File: src/hw/rtl/sbct_pkg.sv
// Shared types and constants for the swept box collision time block.
// Depends on nothing; every other RTL file refers to it by scoped names.
`default_nettype none

package sbct_pkg;

  localparam int COORD_WIDTH = 16;
  localparam int HALF_WIDTH  = 12;
  localparam int MOVE_WIDTH  = 8;
  localparam int OUT_WIDTH   = 10;
  localparam int TIME_SCALE  = 1000;

  // |edge - pos| fits in 17 bits; keep one spare for the sign work.
  localparam int NUM_WIDTH   = COORD_WIDTH + 2;
  localparam int SUM_WIDTH   = HALF_WIDTH + 1;
  // Quotient bits kept; anything >= 2**QBITS saturates (beyond the frame).
  localparam int QBITS       = 10;
  localparam int PROD_WIDTH  = NUM_WIDTH + QBITS - 1;
  localparam int REM_WIDTH   = MOVE_WIDTH + QBITS;
  localparam int TIME_WIDTH  = QBITS + 2;
  localparam int DIV_STAGES  = QBITS;
  localparam int QUEUE_DEPTH = 4;
  localparam int QCNT_WIDTH  = $clog2(QUEUE_DEPTH + 1);
  localparam int QIDX_WIDTH  = $clog2(QUEUE_DEPTH);

  typedef struct packed {
    logic signed [COORD_WIDTH-1:0] mover_x;
    logic signed [COORD_WIDTH-1:0] mover_y;
    logic        [HALF_WIDTH-1:0]  mover_half;
    logic signed [COORD_WIDTH-1:0] target_x;
    logic signed [COORD_WIDTH-1:0] target_y;
    logic        [HALF_WIDTH-1:0]  target_half;
    logic signed [MOVE_WIDTH-1:0]  move_x;
    logic signed [MOVE_WIDTH-1:0]  move_y;
  } req_t;

  typedef struct packed {
    logic [OUT_WIDTH-1:0] contact_time;
    logic                 hit;
  } rsp_t;

  // One division in flight: partial remainder, quotient so far, sign, overflow.
  typedef struct packed {
    logic [REM_WIDTH-1:0] rem;
    logic [QBITS-1:0]     q;
    logic                 neg;
    logic                 sat;
  } lane_t;

  typedef struct packed {
    lane_t                 edge_lo;
    lane_t                 edge_hi;
    logic [MOVE_WIDTH-1:0] dv;
    logic                  zero;
    logic                  overlap;
  } axis_t;

  typedef struct packed {
    axis_t ax;
    axis_t ay;
  } work_t;

  typedef logic signed [TIME_WIDTH-1:0] time_t;

  typedef struct packed {
    time_t lo;
    time_t hi;
  } span_t;

  typedef struct packed {
    span_t sx;
    span_t sy;
  } pair_t;

endpackage

`default_nettype wire

File: src/hw/rtl/sbct_front.sv
// Front end: relative geometry, scaled slab numerators and divider setup.
// Depends on sbct_pkg.
`default_nettype none

module sbct_front (
  input  wire sbct_pkg::req_t  req_data,
  output sbct_pkg::work_t      work
);

  function automatic sbct_pkg::lane_t mk_lane(
    input logic signed [sbct_pkg::NUM_WIDTH-1:0] n,
    input logic [sbct_pkg::MOVE_WIDTH-1:0]       dv,
    input logic                                  vel_neg
  );
    sbct_pkg::lane_t                     l;
    logic [sbct_pkg::NUM_WIDTH-1:0]      mag;
    logic [sbct_pkg::PROD_WIDTH-1:0]     prod;
    mag  = n[sbct_pkg::NUM_WIDTH-1] ? sbct_pkg::NUM_WIDTH'(-n)
                                    : sbct_pkg::NUM_WIDTH'(n);
    prod = sbct_pkg::PROD_WIDTH'(mag) * sbct_pkg::PROD_WIDTH'(sbct_pkg::TIME_SCALE);
    l.sat = prod >= (sbct_pkg::PROD_WIDTH'(dv) << sbct_pkg::QBITS);
    l.rem = prod[sbct_pkg::REM_WIDTH-1:0];
    l.q   = '0;
    l.neg = n[sbct_pkg::NUM_WIDTH-1] ^ vel_neg;
    return l;
  endfunction

  function automatic sbct_pkg::axis_t mk_axis(
    input logic signed [sbct_pkg::COORD_WIDTH-1:0] tgt,
    input logic signed [sbct_pkg::COORD_WIDTH-1:0] mov,
    input logic [sbct_pkg::SUM_WIDTH-1:0]          s,
    input logic signed [sbct_pkg::MOVE_WIDTH-1:0]  d
  );
    sbct_pkg::axis_t                          a;
    logic signed [sbct_pkg::NUM_WIDTH-1:0]    pos;
    logic signed [sbct_pkg::NUM_WIDTH-1:0]    ss;
    logic                                     vel_neg;
    pos = sbct_pkg::NUM_WIDTH'(tgt) - sbct_pkg::NUM_WIDTH'(mov);
    ss  = $signed(sbct_pkg::NUM_WIDTH'(s));
    // velocity is -d, so it is negative when d is positive
    vel_neg  = !d[sbct_pkg::MOVE_WIDTH-1] && (d != '0);
    a.dv     = d[sbct_pkg::MOVE_WIDTH-1] ? sbct_pkg::MOVE_WIDTH'(-d)
                                         : sbct_pkg::MOVE_WIDTH'(d);
    a.zero   = (d == '0);
    a.overlap = (-ss < pos) && (pos < ss);
    a.edge_lo = mk_lane(-ss - pos, a.dv, vel_neg);
    a.edge_hi = mk_lane(ss - pos, a.dv, vel_neg);
    return a;
  endfunction

  logic [sbct_pkg::SUM_WIDTH-1:0] sum_half;

  assign sum_half = sbct_pkg::SUM_WIDTH'(req_data.mover_half)
                  + sbct_pkg::SUM_WIDTH'(req_data.target_half);

  assign work.ax = mk_axis(req_data.target_x, req_data.mover_x, sum_half, req_data.move_x);
  assign work.ay = mk_axis(req_data.target_y, req_data.mover_y, sum_half, req_data.move_y);

endmodule

`default_nettype wire

File: src/hw/rtl/sbct_queue.sv
// Short shift queue between front and back; head always in slot 0.
// Depends on sbct_pkg.
`default_nettype none

module sbct_queue (
  input  wire                  clk,
  input  wire                  rst,
  input  wire                  push,
  input  wire sbct_pkg::work_t push_data,
  input  wire                  pop,
  output logic                 full,
  output logic                 nonempty,
  output sbct_pkg::work_t      head
);

  sbct_pkg::work_t                   slot [sbct_pkg::QUEUE_DEPTH];
  logic [sbct_pkg::QCNT_WIDTH-1:0]   count;
  logic [sbct_pkg::QCNT_WIDTH-1:0]   count_next;
  logic [sbct_pkg::QIDX_WIDTH-1:0]   widx;

  assign full     = (count == sbct_pkg::QCNT_WIDTH'(sbct_pkg::QUEUE_DEPTH));
  assign nonempty = (count != '0);
  assign head     = slot[0];
  assign widx     = sbct_pkg::QIDX_WIDTH'(count - sbct_pkg::QCNT_WIDTH'(pop));

  always_comb begin
    count_next = count + sbct_pkg::QCNT_WIDTH'(push) - sbct_pkg::QCNT_WIDTH'(pop);
  end

  always_ff @(posedge clk) begin
    if (rst) begin
      count <= '0;
    end else begin
      count <= count_next;
    end
  end

  always_ff @(posedge clk) begin
    for (int i = 0; i < sbct_pkg::QUEUE_DEPTH; i++) begin
      if (push && (widx == sbct_pkg::QIDX_WIDTH'(i))) begin
        slot[i] <= push_data;
      end else if (pop && (i < sbct_pkg::QUEUE_DEPTH - 1)) begin
        slot[i] <= slot[(i + 1) % sbct_pkg::QUEUE_DEPTH];
      end
    end
  end

endmodule

`default_nettype wire

File: src/hw/rtl/sbct_back.sv
// Back end: four restoring dividers as a bit-per-stage pipeline, slab sort,
// candidate select and the output register. Depends on sbct_pkg.
`default_nettype none

module sbct_back (
  input  wire                  clk,
  input  wire                  rst,
  input  wire                  src_valid,
  input  wire sbct_pkg::work_t src_data,
  output logic                 src_pop,
  output logic                 rsp_valid,
  input  wire                  rsp_stall,
  output sbct_pkg::rsp_t       rsp_data
);

  function automatic sbct_pkg::lane_t lane_step(
    input sbct_pkg::lane_t                 l,
    input logic [sbct_pkg::MOVE_WIDTH-1:0] dv,
    input int                              b
  );
    sbct_pkg::lane_t                r;
    logic [sbct_pkg::REM_WIDTH-1:0] d;
    r = l;
    d = sbct_pkg::REM_WIDTH'(dv) << b;
    if (l.rem >= d) begin
      r.rem = l.rem - d;
      r.q   = l.q | (sbct_pkg::QBITS'(1) << b);
    end
    return r;
  endfunction

  function automatic sbct_pkg::axis_t axis_step(input sbct_pkg::axis_t a, input int b);
    sbct_pkg::axis_t r;
    r = a;
    r.edge_lo = lane_step(a.edge_lo, a.dv, b);
    r.edge_hi = lane_step(a.edge_hi, a.dv, b);
    return r;
  endfunction

  function automatic sbct_pkg::time_t lane_time(input sbct_pkg::lane_t l);
    logic [sbct_pkg::QBITS-1:0] mag;
    sbct_pkg::time_t            t;
    mag = l.sat ? '1 : l.q;
    t   = $signed(sbct_pkg::TIME_WIDTH'(mag));
    return l.neg ? -t : t;
  endfunction

  function automatic sbct_pkg::span_t axis_span(input sbct_pkg::axis_t a);
    sbct_pkg::span_t sp;
    sbct_pkg::time_t t0;
    sbct_pkg::time_t t1;
    t0 = lane_time(a.edge_lo);
    t1 = lane_time(a.edge_hi);
    if (a.zero) begin
      sp.lo = a.overlap ? -sbct_pkg::TIME_WIDTH'(sbct_pkg::TIME_SCALE)
                        : sbct_pkg::TIME_WIDTH'(sbct_pkg::TIME_SCALE);
      sp.hi = sbct_pkg::TIME_WIDTH'(sbct_pkg::TIME_SCALE);
    end else if (t0 > t1) begin
      sp.lo = t1;
      sp.hi = t0;
    end else begin
      sp.lo = t0;
      sp.hi = t1;
    end
    return sp;
  endfunction

  function automatic logic counts(
    input sbct_pkg::time_t c,
    input sbct_pkg::span_t o,
    input sbct_pkg::time_t best
  );
    return (c >= 0) && (c < sbct_pkg::TIME_WIDTH'(sbct_pkg::TIME_SCALE))
        && (o.lo <= c) && (c <= o.hi) && (c < best);
  endfunction

  logic            adv;
  logic            stage_v [sbct_pkg::DIV_STAGES + 1];
  sbct_pkg::work_t stage_d [sbct_pkg::DIV_STAGES + 1];
  logic            sort_v;
  sbct_pkg::pair_t sort_d;
  sbct_pkg::time_t best;

  // Whole pipeline moves when the output register is free or being taken.
  assign adv     = !rsp_valid || !rsp_stall;
  assign src_pop = adv && src_valid;

  always_ff @(posedge clk) begin
    if (rst) begin
      stage_v[0] <= 1'b0;
    end else if (adv) begin
      stage_v[0] <= src_valid;
    end
  end

  always_ff @(posedge clk) begin
    if (adv) begin
      stage_d[0] <= src_data;
    end
  end

  for (genvar k = 0; k < sbct_pkg::DIV_STAGES; k++) begin : g_div
    localparam int QB = sbct_pkg::DIV_STAGES - 1 - k;

    always_ff @(posedge clk) begin
      if (rst) begin
        stage_v[k+1] <= 1'b0;
      end else if (adv) begin
        stage_v[k+1] <= stage_v[k];
      end
    end

    always_ff @(posedge clk) begin
      if (adv) begin
        stage_d[k+1].ax <= axis_step(stage_d[k].ax, QB);
        stage_d[k+1].ay <= axis_step(stage_d[k].ay, QB);
      end
    end
  end

  always_ff @(posedge clk) begin
    if (rst) begin
      sort_v <= 1'b0;
    end else if (adv) begin
      sort_v <= stage_v[sbct_pkg::DIV_STAGES];
    end
  end

  always_ff @(posedge clk) begin
    if (adv) begin
      sort_d.sx <= axis_span(stage_d[sbct_pkg::DIV_STAGES].ax);
      sort_d.sy <= axis_span(stage_d[sbct_pkg::DIV_STAGES].ay);
    end
  end

  // Earliest of the four slab edges that lies inside the other axis' span.
  always_comb begin
    best = sbct_pkg::TIME_WIDTH'(sbct_pkg::TIME_SCALE);
    if (counts(sort_d.sx.lo, sort_d.sy, best)) best = sort_d.sx.lo;
    if (counts(sort_d.sx.hi, sort_d.sy, best)) best = sort_d.sx.hi;
    if (counts(sort_d.sy.lo, sort_d.sx, best)) best = sort_d.sy.lo;
    if (counts(sort_d.sy.hi, sort_d.sx, best)) best = sort_d.sy.hi;
  end

  always_ff @(posedge clk) begin
    if (rst) begin
      rsp_valid <= 1'b0;
    end else if (adv) begin
      rsp_valid <= sort_v;
    end
  end

  always_ff @(posedge clk) begin
    if (adv) begin
      rsp_data.contact_time <= best[sbct_pkg::OUT_WIDTH-1:0];
      rsp_data.hit          <= (best < sbct_pkg::TIME_WIDTH'(sbct_pkg::TIME_SCALE));
    end
  end

endmodule

`default_nettype wire

File: src/hw/rtl/swept_box_collision_time.sv
// Swept square collision time, top level: front, queue and back end.
// Depends on sbct_pkg, sbct_front, sbct_queue and sbct_back.
//
// Usage:
//   req channel (req_valid/req_stall/req_data) takes one query per beat: a
//   moving square, its displacement for the frame and a fixed square.
//   rsp channel (rsp_valid/rsp_stall/rsp_data) returns one beat per query,
//   in order: contact_time in thousandths of the frame (1000 = no contact)
//   and hit.
// Throughput: one beat per cycle while rsp_stall is low. The four
//   slab divisions run as restoring dividers, one quotient bit per pipeline stage.
// Path: an accepted req beat reaches rsp_valid through the queue entry,
//   11 divider registers, sort stage and output register.
// Stall: a stalled rsp beat freezes the whole back-end pipeline; the
//   4-entry queue keeps taking req beats until full, then req_stall rises.
// Reset: synchronous; clears queue count and all stage valids. No
//   state survives between queries.
// Quotients of 1024 or more saturate; they lie past the frame and never
//   change the answer.
`default_nettype none

module swept_box_collision_time (
  input  wire                 clk,
  input  wire                 rst,
  input  wire                 req_valid,
  output logic                req_stall,
  input  wire sbct_pkg::req_t req_data,
  output logic                rsp_valid,
  input  wire                 rsp_stall,
  output sbct_pkg::rsp_t      rsp_data
);

  sbct_pkg::work_t front_work;
  sbct_pkg::work_t q_head;
  logic            q_full;
  logic            q_nonempty;
  logic            q_pop;
  logic            q_push;

  assign req_stall = q_full;
  assign q_push    = req_valid && !q_full;

  sbct_front u_front (
    .req_data (req_data),
    .work     (front_work)
  );

  sbct_queue u_queue (
    .clk       (clk),
    .rst       (rst),
    .push      (q_push),
    .push_data (front_work),
    .pop       (q_pop),
    .full      (q_full),
    .nonempty  (q_nonempty),
    .head      (q_head)
  );

  sbct_back u_back (
    .clk       (clk),
    .rst       (rst),
    .src_valid (q_nonempty),
    .src_data  (q_head),
    .src_pop   (q_pop),
    .rsp_valid (rsp_valid),
    .rsp_stall (rsp_stall),
    .rsp_data  (rsp_data)
  );

endmodule

`default_nettype wire

File: config.mk
export PLATFORM = sky130hd
export DESIGN_NAME = swept_box_collision_time
export DESIGN_NICKNAME = d
export VERILOG_FILES = /design/src/hw/rtl/sbct_pkg.sv /design/src/hw/rtl/sbct_front.sv /design/src/hw/rtl/sbct_queue.sv /design/src/hw/rtl/sbct_back.sv /design/src/hw/rtl/swept_box_collision_time.sv
export SDC_FILE = /design/constraint.sdc
export NUM_CORES = 2
export LEC_CHECK = 0
export ABC_AREA = 1
export ABC_CLOCK_PERIOD_IN_PS = 46400
export BUFFER_PORTS_ARGS = -buffer_cell sky130_fd_sc_hd__buf_2
export CORE_ASPECT_RATIO = 0.9
export CORE_UTILIZATION = 64
export CTS_CLUSTER_SIZE = 16
export DETAILED_ROUTE_END_ITERATION = 12
export PLACE_DENSITY = 0.93
export SLEW_MARGIN = 25
export SYNTH_ARGS = -nofsm -noshare
export SYNTH_HDL_FRONTEND = slang
export SYNTH_SLANG_ARGS = --single-unit
File: constraint.sdc
create_clock -name clk -period 46.4 [get_ports clk]
set_clock_uncertainty 0.05 [all_clocks]
set_input_delay 2.32 -clock clk [delete_from_list [all_inputs] [get_ports clk]]
set_output_delay 2.32 -clock clk [all_outputs]
set_load 0.005 [all_outputs]
==> results.json <==
{
  "crit_slowest_cell": "xnor2_1",
  "dpl.cell_count": 10600,
  "slowest_delay_ns": 0.53,
  "ant_nets": 0,
  "seq_area_sq_um": 45900,
  "hpwl_um": 147000,
  "die_w_um": 400,
  "critical_path_class": "in2reg",
  "rows": 130,
  "slew_violations": 0,
  "area_delta_synth_final_pct": 8.33,
  "grt_max_degree": 233,
  "cts_setup_buffers": 0,
  "fin_crit_ns": 12.97,
  "yosysWarningCount": 0,
  "stdcell_count": 10900,
  "tightest_slew_ns": 1.04,
  "core_sq_um": 140000,
  "rrSetupSlack_ns": 38.23,
  "final_hold_viol_count": 0,
  "cts_hold_buf": 0,
  "hold_path.class": "reg2reg",
  "cts_buffer_depth": 3,
  "vias": 64000,
  "synth_top_area_share_pct": 50.3,
  "track_usage_pct": 28.1,
  "num_io_pins": 121,
  "avgSynthCellArea_sq_um": 10.4,
  "syn_area_sq_um": 91100,
  "whs_ns": 0.360,
  "stdcell_area_sq_um": 98700,
  "antenna_found_initial": 8,
  "ctsHtreeMaxLevel": 4,
  "numCtsBuffers": 152,
  "yosysTopAreaCell": "edfxtp_1",
  "r2r_end": "u_back.rsp_data[0]",
  "vias_per_cell": 5.88,
  "clockRootBuffer": "clkbuf_16",
  "drt-pass1-iter-count": 9,
  "drive_gt1_share_pct": 5.79,
  "worstPathArrival_ns": 13.45,
  "end_kind": "flop",
  "first_iter_violations": 6091,
  "async_flop_share_pct": 0,
  "placed_area_sq_um": 93900,
  "relSlewSlack_pct": 30.3,
  "portBuffers": 120,
  "rsz0062_at_grt": "no",
  "synthTopCellsByArea": "edfxtp_1 50%, ha_1 11%, nand2_1 6.3%",
  "setup_viol": 0,
  "clkSinkCount": 1529,
  "layout_commonest_cell": "nand2_1",
  "fin_tns_setup_ns": 0,
  "start_util_pct": 64.9,
  "fmax_mhz": 77.1,
  "synthCells": 8726,
  "synth_edf_count": 1524,
  "worst_setup_path_start_kind": "input port",
  "routed_wirelength_um": 204000,
  "grt_remaining_overflow": 0,
  "grt_pass1_vias": 64600,
  "outcome": "completed",
  "rr_worst_depth": 38,
  "cts-resized-gates": 0,
  "die_h_um": 360,
  "hold_path_end": "u_back.stage_d[0][134]",
  "cap_violations": 0,
  "fillCellCount": 9150,
  "path_clk_slew_ns": 0.07,
  "final_nets": 10100,
  "gp_congestion": 0.971,
  "cts_tree": "done",
  "fp.dieArea_sq_um": 144000,
  "hp-start": "u_queue.slot[0][134]",
  "final_cell_mix": "1529 x nand2_1, 1524 x edfxtp_1, 1298 x inv_1, 775 x ha_1, 579 x a21oi_1",
  "grt_pass1_wl_um": 324000,
  "worstHoldPathCells": 0,
  "cp.required_ns": 46.87,
  "ys_seq_elements": 1529,
  "drcViolationCount": 0,
  "post-route-period-util_pct": 28.0,
  "r2r_start": "u_back.sort_d[11]",
  "wire_per_inst_um": 18.7,
  "ys_seq_area_share_pct": 50.4,
  "cpMostUsedCell": "nand2_1",
  "ys.flop_type": "edfxtp_1",
  "insertion_delay_ns": 0.76,
  "cp_max_fo": 12,
  "synth_cell_types": 73,
  "multi_input_area_sq_um": 39900
}
## how the worst max path moves through the flow
stage	from	to	slack (ns)	depth (start not counted)
after floorplan	rsp_stall	u_queue.slot[3][0]	9.85	8
after global placement	req_data[16]	u_queue.slot[0][40]	33.11	52
after detailed placement	req_data[16]	u_queue.slot[1][40]	32.88	52
after CTS	req_data[16]	u_queue.slot[1][40]	33.63	52
after global routing	req_data[16]	u_queue.slot[1][110]	32.79	62
final	req_data[16]	u_queue.slot[1][110]	33.43	60
## synthesized netlist by cell type, drive strengths merged (23+ instances only)
master	n
a31oi	23
edfxtp	1524
nor3	107
o211ai	28
nand3	260
a211oi	24
inv	1316
fa	282
clkbuf	122
o21bai	60
nor4	63
xor2	402
nand4	74
nand2	1567
or2	40
nor2	586
a21oi	583
ha	775
xnor2	192
o21ai	541
## cells by family (layout without fill, tap and decap cells)
logic type	Yosys count	count (layout)	synth area share, %
AND/OR/NAND/NOR	2733	2733	12.6
flip-flops	1529	1529	50.4
buffers and inverters	1447	1741	6.00
AO/OA/AOI/OAI	1361	1361	8.33
adder cells (fa/ha/maj)	1057	1057	16.8
XOR/XNOR	594	594	5.76
multiplexers	3	3	0.0371
other	2	19	0.00825
## cell type report
type                            instances  share of cell area [%]
Sequential cell                      1529                    46.5
Multi-Input combinational cell       5766                    40.4
Inverter                             1319                    5.02
Clock buffer                          188                    4.05
Tap cell                             1848                    2.34
Timing Repair Buffer                  156                   0.935
Clock inverter                         78                   0.756
Antenna cell                            1                 0.00254
## through the flow
stage          worst slack, ns  utilization [%]
6_report                 33.43             70.3
5_1_grt                  32.79             70.3
4_1_cts                  33.63             70.2
3_5_place_dp             32.88             66.9
3_3_place_gp             33.11             66.9
2_1_floorplan             9.85                -
## critical path, delay by kind of cell
family	cells	cell delay, ns
AO/OA/AOI/OAI	18	3.17
adder cells (fa/ha/maj)	10	3.69
AND/OR/NAND/NOR	20	2.42
buffers and inverters	9	0.71
XOR/XNOR	3	1.13
## state kept, by name, summed over array words and instances (netlist names)
register and count:
u_back.rsp_data 11, u_back.sort_d 48, u_back.sort_v 1, u_back.rsp_valid 1, u_queue.slot 344, u_back.stage_d 1110
u_queue.count 3, u_back.stage_v 11
## layer usage
layer  vias to the layer above  track usage, %  wire, um
li1                      30000               -         -
met1                     30100            33.4     76800
met2                      3135            49.9    103000
met3                       790            3.70     13200
met4                        14            13.4     10200
met5                         -               0        85
Power is not shown: default switching activity piles up to over one toggle a cycle in this logic, so the estimate is an artifact.
